## src/hdl/tlw_pkg.sv

```systemverilog
// shared types, constants and step tables of the wireframe line converter
package tlw_pkg;

  localparam int unsigned PORT_WIDTH      = 32;
  localparam int unsigned INDEX_WIDTH_DEF = 32;
  localparam int unsigned GROUP_SIZE      = 6;
  localparam int unsigned TRI_SIZE        = 3;
  localparam int unsigned FILL_W          = 3;
  localparam int unsigned SLOT_W          = 3;
  localparam int unsigned STEP_W          = 4;

  typedef enum logic [1:0] {
    JOB_TRI     = 2'd0,
    JOB_TWO_TRI = 2'd1,
    JOB_OUTLINE = 2'd2
  } job_kind_e;

  typedef struct packed {
    logic      push;
    job_kind_e kind;
  } job_req_t;

  // number of line indices a job emits
  function automatic logic [STEP_W-1:0] job_len(input job_kind_e kind);
    logic [STEP_W-1:0] len;
    unique case (kind)
      JOB_TRI:     len = STEP_W'(6);
      JOB_TWO_TRI: len = STEP_W'(12);
      JOB_OUTLINE: len = STEP_W'(8);
      default:     len = STEP_W'(6);
    endcase
    return len;
  endfunction

  // edge order of one triangle: a b b c c a
  function automatic logic [SLOT_W-1:0] tri_slot(input logic [STEP_W-1:0] step);
    logic [SLOT_W-1:0] s;
    unique case (step)
      STEP_W'(0), STEP_W'(5): s = SLOT_W'(0);
      STEP_W'(1), STEP_W'(2): s = SLOT_W'(1);
      default:                s = SLOT_W'(2);
    endcase
    return s;
  endfunction

  // which gathered index goes out at a given step of a job
  function automatic logic [SLOT_W-1:0] slot_sel(input job_kind_e kind,
                                                 input logic [STEP_W-1:0] step);
    logic [SLOT_W-1:0] s;
    unique case (kind)
      JOB_TRI: s = tri_slot(step);
      JOB_TWO_TRI: begin
        if (step < STEP_W'(6)) begin
          s = tri_slot(step);
        end else begin
          s = tri_slot(step - STEP_W'(6)) + SLOT_W'(3);
        end
      end
      JOB_OUTLINE: begin
        unique case (step)
          STEP_W'(0), STEP_W'(7): s = SLOT_W'(0);
          STEP_W'(1), STEP_W'(2): s = SLOT_W'(1);
          STEP_W'(3), STEP_W'(4): s = SLOT_W'(2);
          default:                s = SLOT_W'(4);
        endcase
      end
      default: s = SLOT_W'(0);
    endcase
    return s;
  endfunction

endpackage

```

## src/hdl/tlw_front.sv

```systemverilog
// front end: gathers list indices, classifies groups and issues emit jobs
module tlw_front #(
  parameter int unsigned INDEX_WIDTH = tlw_pkg::INDEX_WIDTH_DEF
) (
  input  logic                         clk_i,
  input  logic                         rst_ni,
  input  logic                         accept_i,
  input  logic [INDEX_WIDTH-1:0]       vertex_index_i,
  input  logic                         list_end_i,
  output tlw_pkg::job_req_t            job_o,
  output logic [5:0][INDEX_WIDTH-1:0]  slots_o
);
  import tlw_pkg::*;

  logic [5:0][INDEX_WIDTH-1:0] group_q;
  logic [FILL_W-1:0]           fill_q, fill_d, fill_n;
  logic                        tri_mode_q, tri_mode_d;
  logic                        first_q, first_d;
  logic [5:0][INDEX_WIDTH-1:0] cur;
  logic                        is_quad;
  logic                        hit;
  job_kind_e                   kind;

  // gathered group with the incoming index in its place
  always_comb begin
    for (int k = 0; k < 6; k++) begin
      cur[k] = (fill_q == FILL_W'(k)) ? vertex_index_i : group_q[k];
    end
  end

  assign is_quad = (cur[1] == cur[0] + INDEX_WIDTH'(1)) &&
                   (cur[3] == cur[2]) &&
                   (cur[4] == cur[3] - INDEX_WIDTH'(1)) &&
                   (cur[5] == cur[0]);

  assign fill_n = fill_q + FILL_W'(1);

  always_comb begin
    hit        = 1'b0;
    kind       = JOB_TRI;
    fill_d     = fill_q;
    tri_mode_d = tri_mode_q;
    first_d    = first_q;
    if (accept_i) begin
      fill_d = fill_n;
      if (tri_mode_q) begin
        if (fill_n == FILL_W'(TRI_SIZE)) begin
          hit    = 1'b1;
          fill_d = '0;
        end
      end else if (fill_n == FILL_W'(GROUP_SIZE)) begin
        hit     = 1'b1;
        fill_d  = '0;
        first_d = 1'b0;
        if (first_q && list_end_i) begin
          kind = JOB_TWO_TRI;
        end else if (is_quad) begin
          kind = JOB_OUTLINE;
        end else begin
          kind       = JOB_TWO_TRI;
          tri_mode_d = 1'b1;
        end
      end else if (list_end_i && fill_n >= FILL_W'(TRI_SIZE)) begin
        hit = 1'b1;
      end
      if (list_end_i) begin
        fill_d     = '0;
        tri_mode_d = 1'b0;
        first_d    = 1'b1;
      end
    end
  end

  always_ff @(posedge clk_i or negedge rst_ni) begin
    if (!rst_ni) begin
      fill_q     <= '0;
      tri_mode_q <= 1'b0;
      first_q    <= 1'b1;
    end else begin
      fill_q     <= fill_d;
      tri_mode_q <= tri_mode_d;
      first_q    <= first_d;
    end
  end

  always_ff @(posedge clk_i) begin
    if (accept_i) begin
      group_q <= cur;
    end
  end

  assign job_o.push = hit;
  assign job_o.kind = kind;
  assign slots_o    = cur;

  a_fill_range: assert property (@(posedge clk_i) disable iff (!rst_ni)
    fill_q < FILL_W'(GROUP_SIZE))
    else $error("group fill beyond six");

  a_tri_fill: assert property (@(posedge clk_i) disable iff (!rst_ni)
    tri_mode_q |-> fill_q < FILL_W'(TRI_SIZE))
    else $error("triangle mode holds more than a partial triple");

endmodule

```

## src/hdl/tlw_job_fifo.sv

```systemverilog
// two-entry job queue between front end and emitter
module tlw_job_fifo #(
  parameter int unsigned INDEX_WIDTH = tlw_pkg::INDEX_WIDTH_DEF
) (
  input  logic                         clk_i,
  input  logic                         rst_ni,
  input  tlw_pkg::job_req_t            job_i,
  input  logic [5:0][INDEX_WIDTH-1:0]  slots_i,
  input  logic                         pop_i,
  output logic                         full_o,
  output logic                         empty_o,
  output tlw_pkg::job_kind_e           kind_o,
  output logic [5:0][INDEX_WIDTH-1:0]  slots_o
);
  import tlw_pkg::*;

  job_kind_e                   kind_q [2];
  logic [5:0][INDEX_WIDTH-1:0] slot_q [2];
  logic                        wr_ptr_q, rd_ptr_q;
  logic [1:0]                  cnt_q;

  assign full_o  = (cnt_q == 2'd2);
  assign empty_o = (cnt_q == 2'd0);
  assign kind_o  = kind_q[rd_ptr_q];
  assign slots_o = slot_q[rd_ptr_q];

  always_ff @(posedge clk_i or negedge rst_ni) begin
    if (!rst_ni) begin
      wr_ptr_q <= 1'b0;
      rd_ptr_q <= 1'b0;
      cnt_q    <= '0;
    end else begin
      if (job_i.push) wr_ptr_q <= ~wr_ptr_q;
      if (pop_i)      rd_ptr_q <= ~rd_ptr_q;
      cnt_q <= cnt_q + 2'(job_i.push) - 2'(pop_i);
    end
  end

  always_ff @(posedge clk_i) begin
    if (job_i.push) begin
      kind_q[wr_ptr_q] <= job_i.kind;
      slot_q[wr_ptr_q] <= slots_i;
    end
  end

  a_no_overflow: assert property (@(posedge clk_i) disable iff (!rst_ni)
    !(job_i.push && full_o))
    else $error("job pushed into full queue");

  a_no_underflow: assert property (@(posedge clk_i) disable iff (!rst_ni)
    !(pop_i && empty_o))
    else $error("job popped from empty queue");

endmodule

```

## src/hdl/tlw_back.sv

```systemverilog
// emitter: walks a job one line index per cycle into the output register while it is empty or popped
module tlw_back #(
  parameter int unsigned INDEX_WIDTH = tlw_pkg::INDEX_WIDTH_DEF
) (
  input  logic                         clk_i,
  input  logic                         rst_ni,
  input  logic                         job_empty_i,
  input  tlw_pkg::job_kind_e           kind_i,
  input  logic [5:0][INDEX_WIDTH-1:0]  slots_i,
  output logic                         job_pop_o,
  input  logic                         pop_i,
  output logic                         empty_o,
  output logic [INDEX_WIDTH-1:0]       line_index_o,
  output logic                         run_last_o
);
  import tlw_pkg::*;

  logic [STEP_W-1:0]      step_q, step_d;
  logic                   out_valid_q, out_valid_d;
  logic [INDEX_WIDTH-1:0] out_idx_q;
  logic                   out_last_q;
  logic                   advance, last;
  logic [SLOT_W-1:0]      sel;

  assign advance = !job_empty_i && (!out_valid_q || pop_i);
  assign last    = (step_q == job_len(kind_i) - STEP_W'(1));
  assign sel     = slot_sel(kind_i, step_q);

  always_comb begin
    step_d      = step_q;
    out_valid_d = out_valid_q && !pop_i;
    if (advance) begin
      out_valid_d = 1'b1;
      step_d      = last ? '0 : step_q + STEP_W'(1);
    end
  end

  always_ff @(posedge clk_i or negedge rst_ni) begin
    if (!rst_ni) begin
      step_q      <= '0;
      out_valid_q <= 1'b0;
    end else begin
      step_q      <= step_d;
      out_valid_q <= out_valid_d;
    end
  end

  always_ff @(posedge clk_i) begin
    if (advance) begin
      out_idx_q  <= slots_i[sel];
      out_last_q <= last;
    end
  end

  assign job_pop_o    = advance && last;
  assign empty_o      = !out_valid_q;
  assign line_index_o = out_idx_q;
  assign run_last_o   = out_last_q;

  a_step_range: assert property (@(posedge clk_i) disable iff (!rst_ni)
    !job_empty_i |-> step_q < job_len(kind_i))
    else $error("emit step past end of job");

  a_idle_step: assert property (@(posedge clk_i) disable iff (!rst_ni)
    job_empty_i |-> step_q == '0)
    else $error("emit step left mid-job with no job queued");

endmodule

```

## src/hdl/triangle_list_to_wireframe_lines.sv

```systemverilog
// top level of the triangle-list to wireframe line-list converter
//
//  channel   | direction | handshake          | beat fields
//  ----------+-----------+--------------------+--------------------------
//  index in  | input     | push / full        | vertex_index_i, list_end_i
//  lines out | output    | empty / pop        | line_index_o, run_last_o
//
// the front end takes one index beat per cycle while the job queue has room;
// a finished triangle, triangle pair or quad outline becomes one queued job
// the emitter sends one line index per cycle while the output register is empty or popped;
// a triangle job gives six line indices, a pair twelve and a quad outline eight
// reset clears the counters, state flags and queue pointers only; there is no clearing pass
// full rises with two jobs queued; a stalled pop holds the output register
module triangle_list_to_wireframe_lines #(
  parameter int unsigned INDEX_WIDTH = tlw_pkg::INDEX_WIDTH_DEF
) (
  input  logic                              clk_i,
  input  logic                              rst_ni,
  input  logic                              push,
  output logic                              full,
  input  logic [tlw_pkg::PORT_WIDTH-1:0]    vertex_index_i,
  input  logic                              list_end_i,
  output logic                              empty,
  input  logic                              pop,
  output logic [tlw_pkg::PORT_WIDTH-1:0]    line_index_o,
  output logic                              run_last_o
);
  import tlw_pkg::*;

  logic                        accept;
  job_req_t                    job;
  logic [5:0][INDEX_WIDTH-1:0] front_slots;
  logic [5:0][INDEX_WIDTH-1:0] head_slots;
  job_kind_e                   head_kind;
  logic                        q_full, q_empty, q_pop;
  logic [INDEX_WIDTH-1:0]      line_idx;

  // an index beat lands only while the queue can take a job
  assign full   = q_full;
  assign accept = push && !q_full;

  tlw_front #(.INDEX_WIDTH(INDEX_WIDTH)) u_front (
    .clk_i          (clk_i),
    .rst_ni         (rst_ni),
    .accept_i       (accept),
    .vertex_index_i (vertex_index_i[INDEX_WIDTH-1:0]),
    .list_end_i     (list_end_i),
    .job_o          (job),
    .slots_o        (front_slots)
  );

  // decouples classification from emission
  tlw_job_fifo #(.INDEX_WIDTH(INDEX_WIDTH)) u_fifo (
    .clk_i   (clk_i),
    .rst_ni  (rst_ni),
    .job_i   (job),
    .slots_i (front_slots),
    .pop_i   (q_pop),
    .full_o  (q_full),
    .empty_o (q_empty),
    .kind_o  (head_kind),
    .slots_o (head_slots)
  );

  tlw_back #(.INDEX_WIDTH(INDEX_WIDTH)) u_back (
    .clk_i        (clk_i),
    .rst_ni       (rst_ni),
    .job_empty_i  (q_empty),
    .kind_i       (head_kind),
    .slots_i      (head_slots),
    .job_pop_o    (q_pop),
    .pop_i        (pop),
    .empty_o      (empty),
    .line_index_o (line_idx),
    .run_last_o   (run_last_o)
  );

  // indices narrower than the port are zero-extended
  assign line_index_o = PORT_WIDTH'(line_idx);

endmodule
```

## config.mk

```make
export PLATFORM = sky130hd
export DESIGN_NAME = triangle_list_to_wireframe_lines
export DESIGN_NICKNAME = d
export VERILOG_FILES = /design/src/hdl/tlw_pkg.sv /design/src/hdl/tlw_front.sv /design/src/hdl/tlw_job_fifo.sv /design/src/hdl/tlw_back.sv /design/src/hdl/triangle_list_to_wireframe_lines.sv
export SDC_FILE = /design/constraint.sdc
export NUM_CORES = 1
export LEC_CHECK = 0
export BUFFER_PORTS_ARGS = -buffer_cell sky130_fd_sc_hd__buf_2
export CAP_MARGIN = 20
export CORE_MARGIN = 5
export CORE_UTILIZATION = 55
export DETAILED_ROUTE_END_ITERATION = 8
export PLACE_DENSITY = 0.71
export SETUP_SLACK_MARGIN = 0.1
export SLEW_MARGIN = 20
export SYNTH_ARGS = -nofsm -noshare
export SYNTH_HDL_FRONTEND = slang
export SYNTH_SLANG_ARGS = --single-unit
```

## constraint.sdc

```tcl
create_clock -name clk_i -period 21.6 [get_ports clk_i]
set_input_delay 4.32 -clock clk_i [delete_from_list [all_inputs] [get_ports clk_i]]
set_output_delay 4.32 -clock clk_i [all_outputs]
set_load 0.05 [all_outputs]
```

==> impl_metrics.json, run 1 <==
{
  "status": "completed",
  "ys_ff_latch": 627,
  "dpl-instance-area_um2": 32550,
  "hpwl_mm": 63.31,
  "routabilityCongestion": 1.043,
  "power_mw": 5.995,
  "synth_common_cells": "edfxtp_1 (613), nand2_1 (246), xnor2_1 (143)",
  "synth_area_um2": 31520,
  "crit_fanout": 13,
  "die_h_um": 249.4,
  "p_per_area_nw_per_um2": 173.2,
  "clkLatencyLatePin_ns": 0.64,
  "max_cap_violations": 0,
  "slew_headroom": 0.2768,
  "yosysMostFrequentCell": "edfxtp_1",
  "cts_tree": "done",
  "worst_pin_slew_ns": 1.085,
  "synth_top_area_frac": 0.5840,
  "critPathRequiredTime_ns": 21.97,
  "power.switching_mw": 2.500,
  "fin_crit_sh": 0.3820,
  "area_delta_synth_final_pct": 9.829,
  "netlist_top_cells_area": "edfxtp_1 (58%), mux4_2 (6.9%), xnor2_1 (4.0%)",
  "fin_crit_ns": 8.252,
  "clkPwrFrac": 0.184,
  "grt_pass1_wl_mm": 137.6,
  "cts_made_buffers": 61,
  "grt_max_degree": 133,
  "combPwrFrac": 0.460,
  "drtAntennaViolNets": 0,
  "r2r_start": "u_front.fill_q[2]",
  "skew_ns": 0.03277,
  "globalRouteOverflowTotal": 0,
  "coreArea_um2": 56600,
  "dieArea_um2": 62200,
  "synth-async-reset-ratio": 0.02233,
  "yosysUniqueCellTypes": 82,
  "cts_setup_buffers": 0,
  "finalSetupViolCount": 0,
  "numPortBuffers": 71,
  "fmax_mhz": 121.2,
  "start_kind": "primary input",
  "setup_tns_ns": 0,
  "synth_nets": 2352,
  "drive_gt1_frac": 0.1865,
  "initial_utilization": 0.5568,
  "syn_avg_cell_area_um2": 13.73,
  "cts_root_buf": "clkbuf_16",
  "route.detailed.drc": 0,
  "yosysSeqAreaShare": 0.5952,
  "internal_power_mw": 3.494,
  "viasPerCell": 6.585,
  "htree_num_levels": 2,
  "drtIter0Drc": 2171,
  "reg2reg_slack_ns": 15.14,
  "io_pins": 72,
  "crit_type": "primary input to flip-flop",
  "nets": 2359,
  "arrival_ns": 8.63,
  "hold_viol_final": 0,
  "yosysTopAreaCell": "edfxtp_1",
  "p_leak_nw": 12.15,
  "hold_path_class": "flip-flop to flip-flop",
  "cts_max_path_buffers": 3,
  "wirelength_mm": 93.85,
  "power_frac_seq": 0.356,
  "path_clk_slew_ns": 0.07,
  "holdBufCountCts": 0,
  "grt_usage": 0.2956,
  "ys.flop_type": "edfxtp_1",
  "num_vias": 20490,
  "stdcell_area_um2": 34620,
  "cts.sinks": 627,
  "rsz0062_at_grt": "false",
  "synthCells": 2295,
  "wl_per_cell_um": 30.16,
  "worstReg2RegEnd": "u_fifo.kind_q[0][0]",
  "rr_worst_depth": 15,
  "yosys_warnings": 0,
  "cp-end-kind": "flip-flop",
  "maxSlewViolCount": 0,
  "row_count": 87,
  "cts_resized": 0,
  "grt_pass1_vias": 20190,
  "p_sw_frac": 0.4171,
  "endpoint": "u_fifo.kind_q[0][0]",
  "synth_edf_count": 613,
  "dr.pass1.iters": 8,
  "antenna_found_initial": 3,
  "dieWidth_um": 249.4,
  "peakVddDrop_v": 0.0001278,
  "crit_start": "vertex_index_i[0]"
}
==> sequential cells by signal (all words and copies together) (netlist names), 2 cells and up <==
signal,cells
u_fifo.slot_q,384
u_back.line_index_o,32
u_front.fill_q,3
u_fifo.kind_q,4
u_back.step_q,4
u_front.group_q,192
u_fifo.cnt_q,2
==> metrics by stage <==
stage | hold slack, ns | setup slack, ns | util | std cells
detailed placement | 0.4826 | 12.72 | 0.5750 | 2995
CTS | 0.4926 | 13.38 | 0.6115 | 3110
global placement | 0.4723 | 12.83 | 0.5750 | 2995
finish | 0.4925 | 13.35 | 0.6116 | 3112
global route | 0.5016 | 13.14 | 0.6115 | 3110
floorplan | 0.4555 | 7.157 | - | 2295
==> layer usage <==
metal | wire (um) | vias up | share of wire | GRT usage
met3 | 7045 | 177 | 0.075 | 0.04675
met4 | 2697 | 6 | 0.029 | 0.07855
met5 | 40 | - | 0.00043 | 0
li1 | - | 8764 | - | -
met2 | 44800 | 977 | 0.48 | 0.4797
met1 | 39260 | 10570 | 0.42 | 0.4240
==> cells in the final DEF (no fill, tap or decap), types with 7 or more instances in the layout <==
cell	netlist	layout
clkbuf_16	0	63
or4_1	11	11
mux4_2	96	96
clkbuf_1	120	8
nor3b_1	11	11
and3_1	17	17
a22oi_1	67	67
clkinv_2	0	14
edfxtp_1	613	613
nand4_1	22	22
or3_1	14	14
buf_2	13	71
or3b_2	7	7
nand2_1	246	243
nor2_1	46	45
a222oi_1	14	14
nor3_1	32	32
mux2i_1	118	118
nor4_1	21	21
mux2_2	97	97
dfrtp_1	13	11
buf_4	0	37
inv_1	81	79
bufinv_16	0	9
nand3_1	27	27
and4_1	9	9
a21oi_1	31	30
xor2_1	120	120
o21ai_0	67	67
a31oi_1	9	9
clkinv_1	0	12
xnor2_1	143	143
nand2b_1	12	9
a22o_1	7	7
o22ai_1	28	28
ha_1	20	17
==> cell families (layout without fill, tap and decap cells) <==
kind of cell	after synthesis	count (layout)	synth area share
compound gates	306	306	0.06844
xor+xnor	266	266	0.07523
fa+ha+maj	20	20	0.007939
buf+inv	247	306	0.03041
flops	627	627	0.5952
mux	311	311	0.1407
other cells	0	2	0
simple gates	518	518	0.08209
==> worst min path at each step <==
stage | endpoint | start | cells past startpoint
CTS | u_front.first_q | u_front.first_q | 2
global route | u_front.first_q | u_front.first_q | 2
finish | u_front.first_q | u_front.first_q | 2
global placement | u_front.first_q | u_front.first_q | 2
floorplan | u_fifo.wr_ptr_q | u_fifo.wr_ptr_q | 1
detailed placement | u_front.first_q | u_front.first_q | 2
==> critical path, cell delays in order <==
cell       delay, ns
buf_2           0.19
mux2i_1         0.40
ha_1            0.30
or4b_4          0.49
a222oi_1        0.59
nand3_1         0.25
o31a_1          0.28
or4_1           0.45
or4_1           0.47
or4_4           0.57
a2111oi_4       0.22
nor2_1          0.09
==> power groups by stage <==
stage	logic [mW]	registers, mW	clock network (mW)
floorplan	1.75	2.18	0
global placement	2.67	2.13	0
detailed placement	2.71	2.15	0
CTS	2.73	2.13	1.12
global route	2.92	2.16	1.17
finish	2.76	2.13	1.10
==> final cells by class <==
class	count	area [um2]
Clock buffer	71	1607
Timing Repair Buffer	108	633.1
Inverter	83	319.1
Fill cell	4308	21990
Clock inverter	44	459.2
Tap cell	756	945.9
Sequential cell	627	18760
Antenna cell	2	5.005
Multi-Input combinational cell	1421	11880
(Power assumes the default switching activity.)
==> run 2: changes to the inputs <==
==> constraint.sdc (replaced) <==
create_clock -name clk_i -period 8 [get_ports clk_i]
set_input_delay 1.6 -clock clk_i [delete_from_list [all_inputs] [get_ports clk_i]]
set_output_delay 1.6 -clock clk_i [all_outputs]
set_load 0.05 [all_outputs]
==> run 2 against run 1 <==
Via count shrank 0.92%. Critical path depth rose by 4. Core utilization about the same. Critical endpoint is now u_fifo.kind_q[0][1]. Register-to-register slack got worse by 13 ns. Clock power grew to 2.7 times the previous value. Global-route usage hardly changed. Hold slack got worse by 0.011 ns.
==> impl_metrics.json, run 2 (synthesis results as in run 1) <==
{
  "nets": 2362,
  "rsz0062_at_grt": "false",
  "globalRouteOverflowTotal": 0,
  "finalSetupViolCount": 0,
  "dr.pass1.iters": 7,
  "area_delta_synth_final_pct": 9.813,
  "wl_per_cell_um": 30.10,
  "maxSlewViolCount": 0,
  "reg2reg_slack_ns": 2.17,
  "max_cap_violations": 0,
  "num_vias": 20310,
  "power.switching_mw": 6.734,
  "antennaDiodeCount": 0,
  "fmax_mhz": 171.4,
  "arrival_ns": 6.32,
  "critPathRequiredTime_ns": 8.49,
  "routabilityCongestion": 1.010,
  "final_common_cell": "edfxtp_1",
  "peakVddDrop_v": 0.0003950,
  "combPwrFrac": 0.464,
  "fin_crit_ns": 5.834,
  "grt_pass1_wl_mm": 137.6,
  "start_kind": "flip-flop",
  "p_per_area_nw_per_um2": 466.7,
  "cts_root_buf": "clkbuf_16",
  "skew_ns": 0.03541,
  "worst_pin_slew_ns": 1.143,
  "cp_top_family": "simple AND/OR/NAND/NOR gates",
  "drtIter0Drc": 2087,
  "p_leak_nw": 12.14,
  "largest_register_ffs": 384,
  "grt_usage": 0.2955,
  "cp_cell_sequence": "inv_1 -> ha_2 -> buf_4 -> nor2b_4 -> nand2_1 -> nand2_1 -> ha_1 -> nand3_1 -> nor3_1 -> o221ai_1 -> or4_1 -> a211oi_1 -> nand4b_1 -> or4_4 -> a2111oi_4 -> nor2b_1",
  "cts.sinks": 627,
  "status": "completed",
  "power_mw": 16.15,
  "worstReg2RegEnd": "u_fifo.kind_q[0][1]",
  "initial_utilization": 0.5568,
  "htree_num_levels": 2,
  "slew_headroom": 0.2307,
  "path_clk_slew_ns": 0.07,
  "power_frac_seq": 0.355,
  "dieWidth_um": 249.4,
  "fin_crit_sh": 0.7293,
  "cpMostUsedCell": "nand2_1",
  "io_pins": 72,
  "cts_tree": "done",
  "regMostFlops": "u_fifo.slot_q",
  "wirelength_mm": 93.54,
  "die_h_um": 249.4,
  "p_sw_frac": 0.4169,
  "crit_path_top_delay_cell": "nor2b_4",
  "antenna_found_initial": 1,
  "grt_max_degree": 113,
  "holdCritStartpoint": "u_front.first_q",
  "path_depth": 16,
  "cts_made_buffers": 61,
  "holdBufCountCts": 0,
  "cp-end-kind": "flip-flop",
  "crit_start": "u_front.fill_q[0]",
  "dieArea_um2": 62200,
  "cts_setup_buffers": 0,
  "row_count": 87,
  "drtAntennaViolNets": 0,
  "hold_viol_final": 0,
  "rr_worst_depth": 16,
  "clkLatencyLatePin_ns": 0.64,
  "max_stage_delay_ns": 0.68,
  "crit_type": "flip-flop to flip-flop",
  "hpwl_mm": 65.00,
  "viasPerCell": 6.533,
  "numPortBuffers": 71,
  "setup_tns_ns": 0,
  "internal_power_mw": 9.419,
  "cts_max_path_buffers": 3,
  "coreArea_um2": 56600,
  "route.detailed.drc": 0,
  "hold_path_class": "flip-flop to flip-flop",
  "r2r_start": "u_front.fill_q[0]",
  "clkPwrFrac": 0.181,
  "min_path_cells": 2,
  "drive_gt1_frac": 0.1858,
  "cts_resized": 0,
  "mostFrequentLayoutCells": "edfxtp_1 (613), nand2_1 (242), xnor2_1 (143)",
  "whs_endpoint": "u_front.first_q",
  "crit_fanout": 28,
  "crit_buf_inv": 2,
  "grt_pass1_vias": 19970
}
-- run 2: routing by layer --
metal	vias to the layer above	GRT usage	part of all wire
met4	2	0.07259	0.026
met5	-	0	0.000075
met1	10480	0.4384	0.43
met2	913	0.4715	0.48
met3	145	0.03998	0.068
li1	8766	-	-
-- run 2: worst max-delay path by stage --
stage | slack (ns) | endpoint
2_1_floorplan | 0.41 | u_fifo.kind_q[1][0]
3_3_place_gp | 1.95 | u_fifo.kind_q[0][1]
3_5_place_dp | 1.84 | u_fifo.kind_q[1][0]
4_1_cts | 2.27 | u_fifo.kind_q[1][1]
5_1_grt | 2.00 | u_fifo.kind_q[0][1]
6_report | 2.17 | u_fifo.kind_q[0][1]
-- run 2: worst reg2reg max path: stages (launching register included) --
cell and delay (ns):
dfrtp_1 0.43, inv_1 0.14, ha_2 0.20, buf_4 0.41
nor2b_4 0.70, nand2_1 0.11, nand2_1 0.16, ha_1 0.32
nand3_1 0.11, nor3_1 0.31, o221ai_1 0.52, or4_1 0.67
a211oi_1 0.42, nand4b_1 0.20, or4_4 0.57, a2111oi_4 0.22
nor2b_1 0.21
-- run 2: power by group through the flow --
stage | Sequential, mW | Combinational [mW] | Clock (mW)
after CTS | 5.72 | 7.44 | 2.96
final | 5.74 | 7.49 | 2.92
after floorplan | 5.84 | 4.73 | 0
after global placement | 5.73 | 7.28 | 0
after detailed placement | 5.78 | 7.39 | 0
after global routing | 5.81 | 7.92 | 3.11
-- run 2: per-stage QoR --
step	utilization	hold slack, ns	instances	cell area, um2	setup slack [ns]
finish	0.6115	0.4812	3108	34610	2.166
detailed placement	0.5758	0.4707	2998	32590	1.837
CTS	0.6114	0.4821	3108	34610	2.271
global route	0.6115	0.4964	3108	34610	2.003
floorplan	-	0.4589	2295	31530	0.4063
global placement	0.5758	0.4697	2998	32590	1.947
-- run 2: final cells by class --
cell class / count / area [um2]
inverter: 83 / 319.1
timing repair buffer: 111 / 680.7
multi-input combinational: 1421 / 11890
fill: 4316 / 21990
tap: 756 / 945.9
sequential: 627 / 18760
clock inverter: 39 / 409.1
clock buffer: 71 / 1607
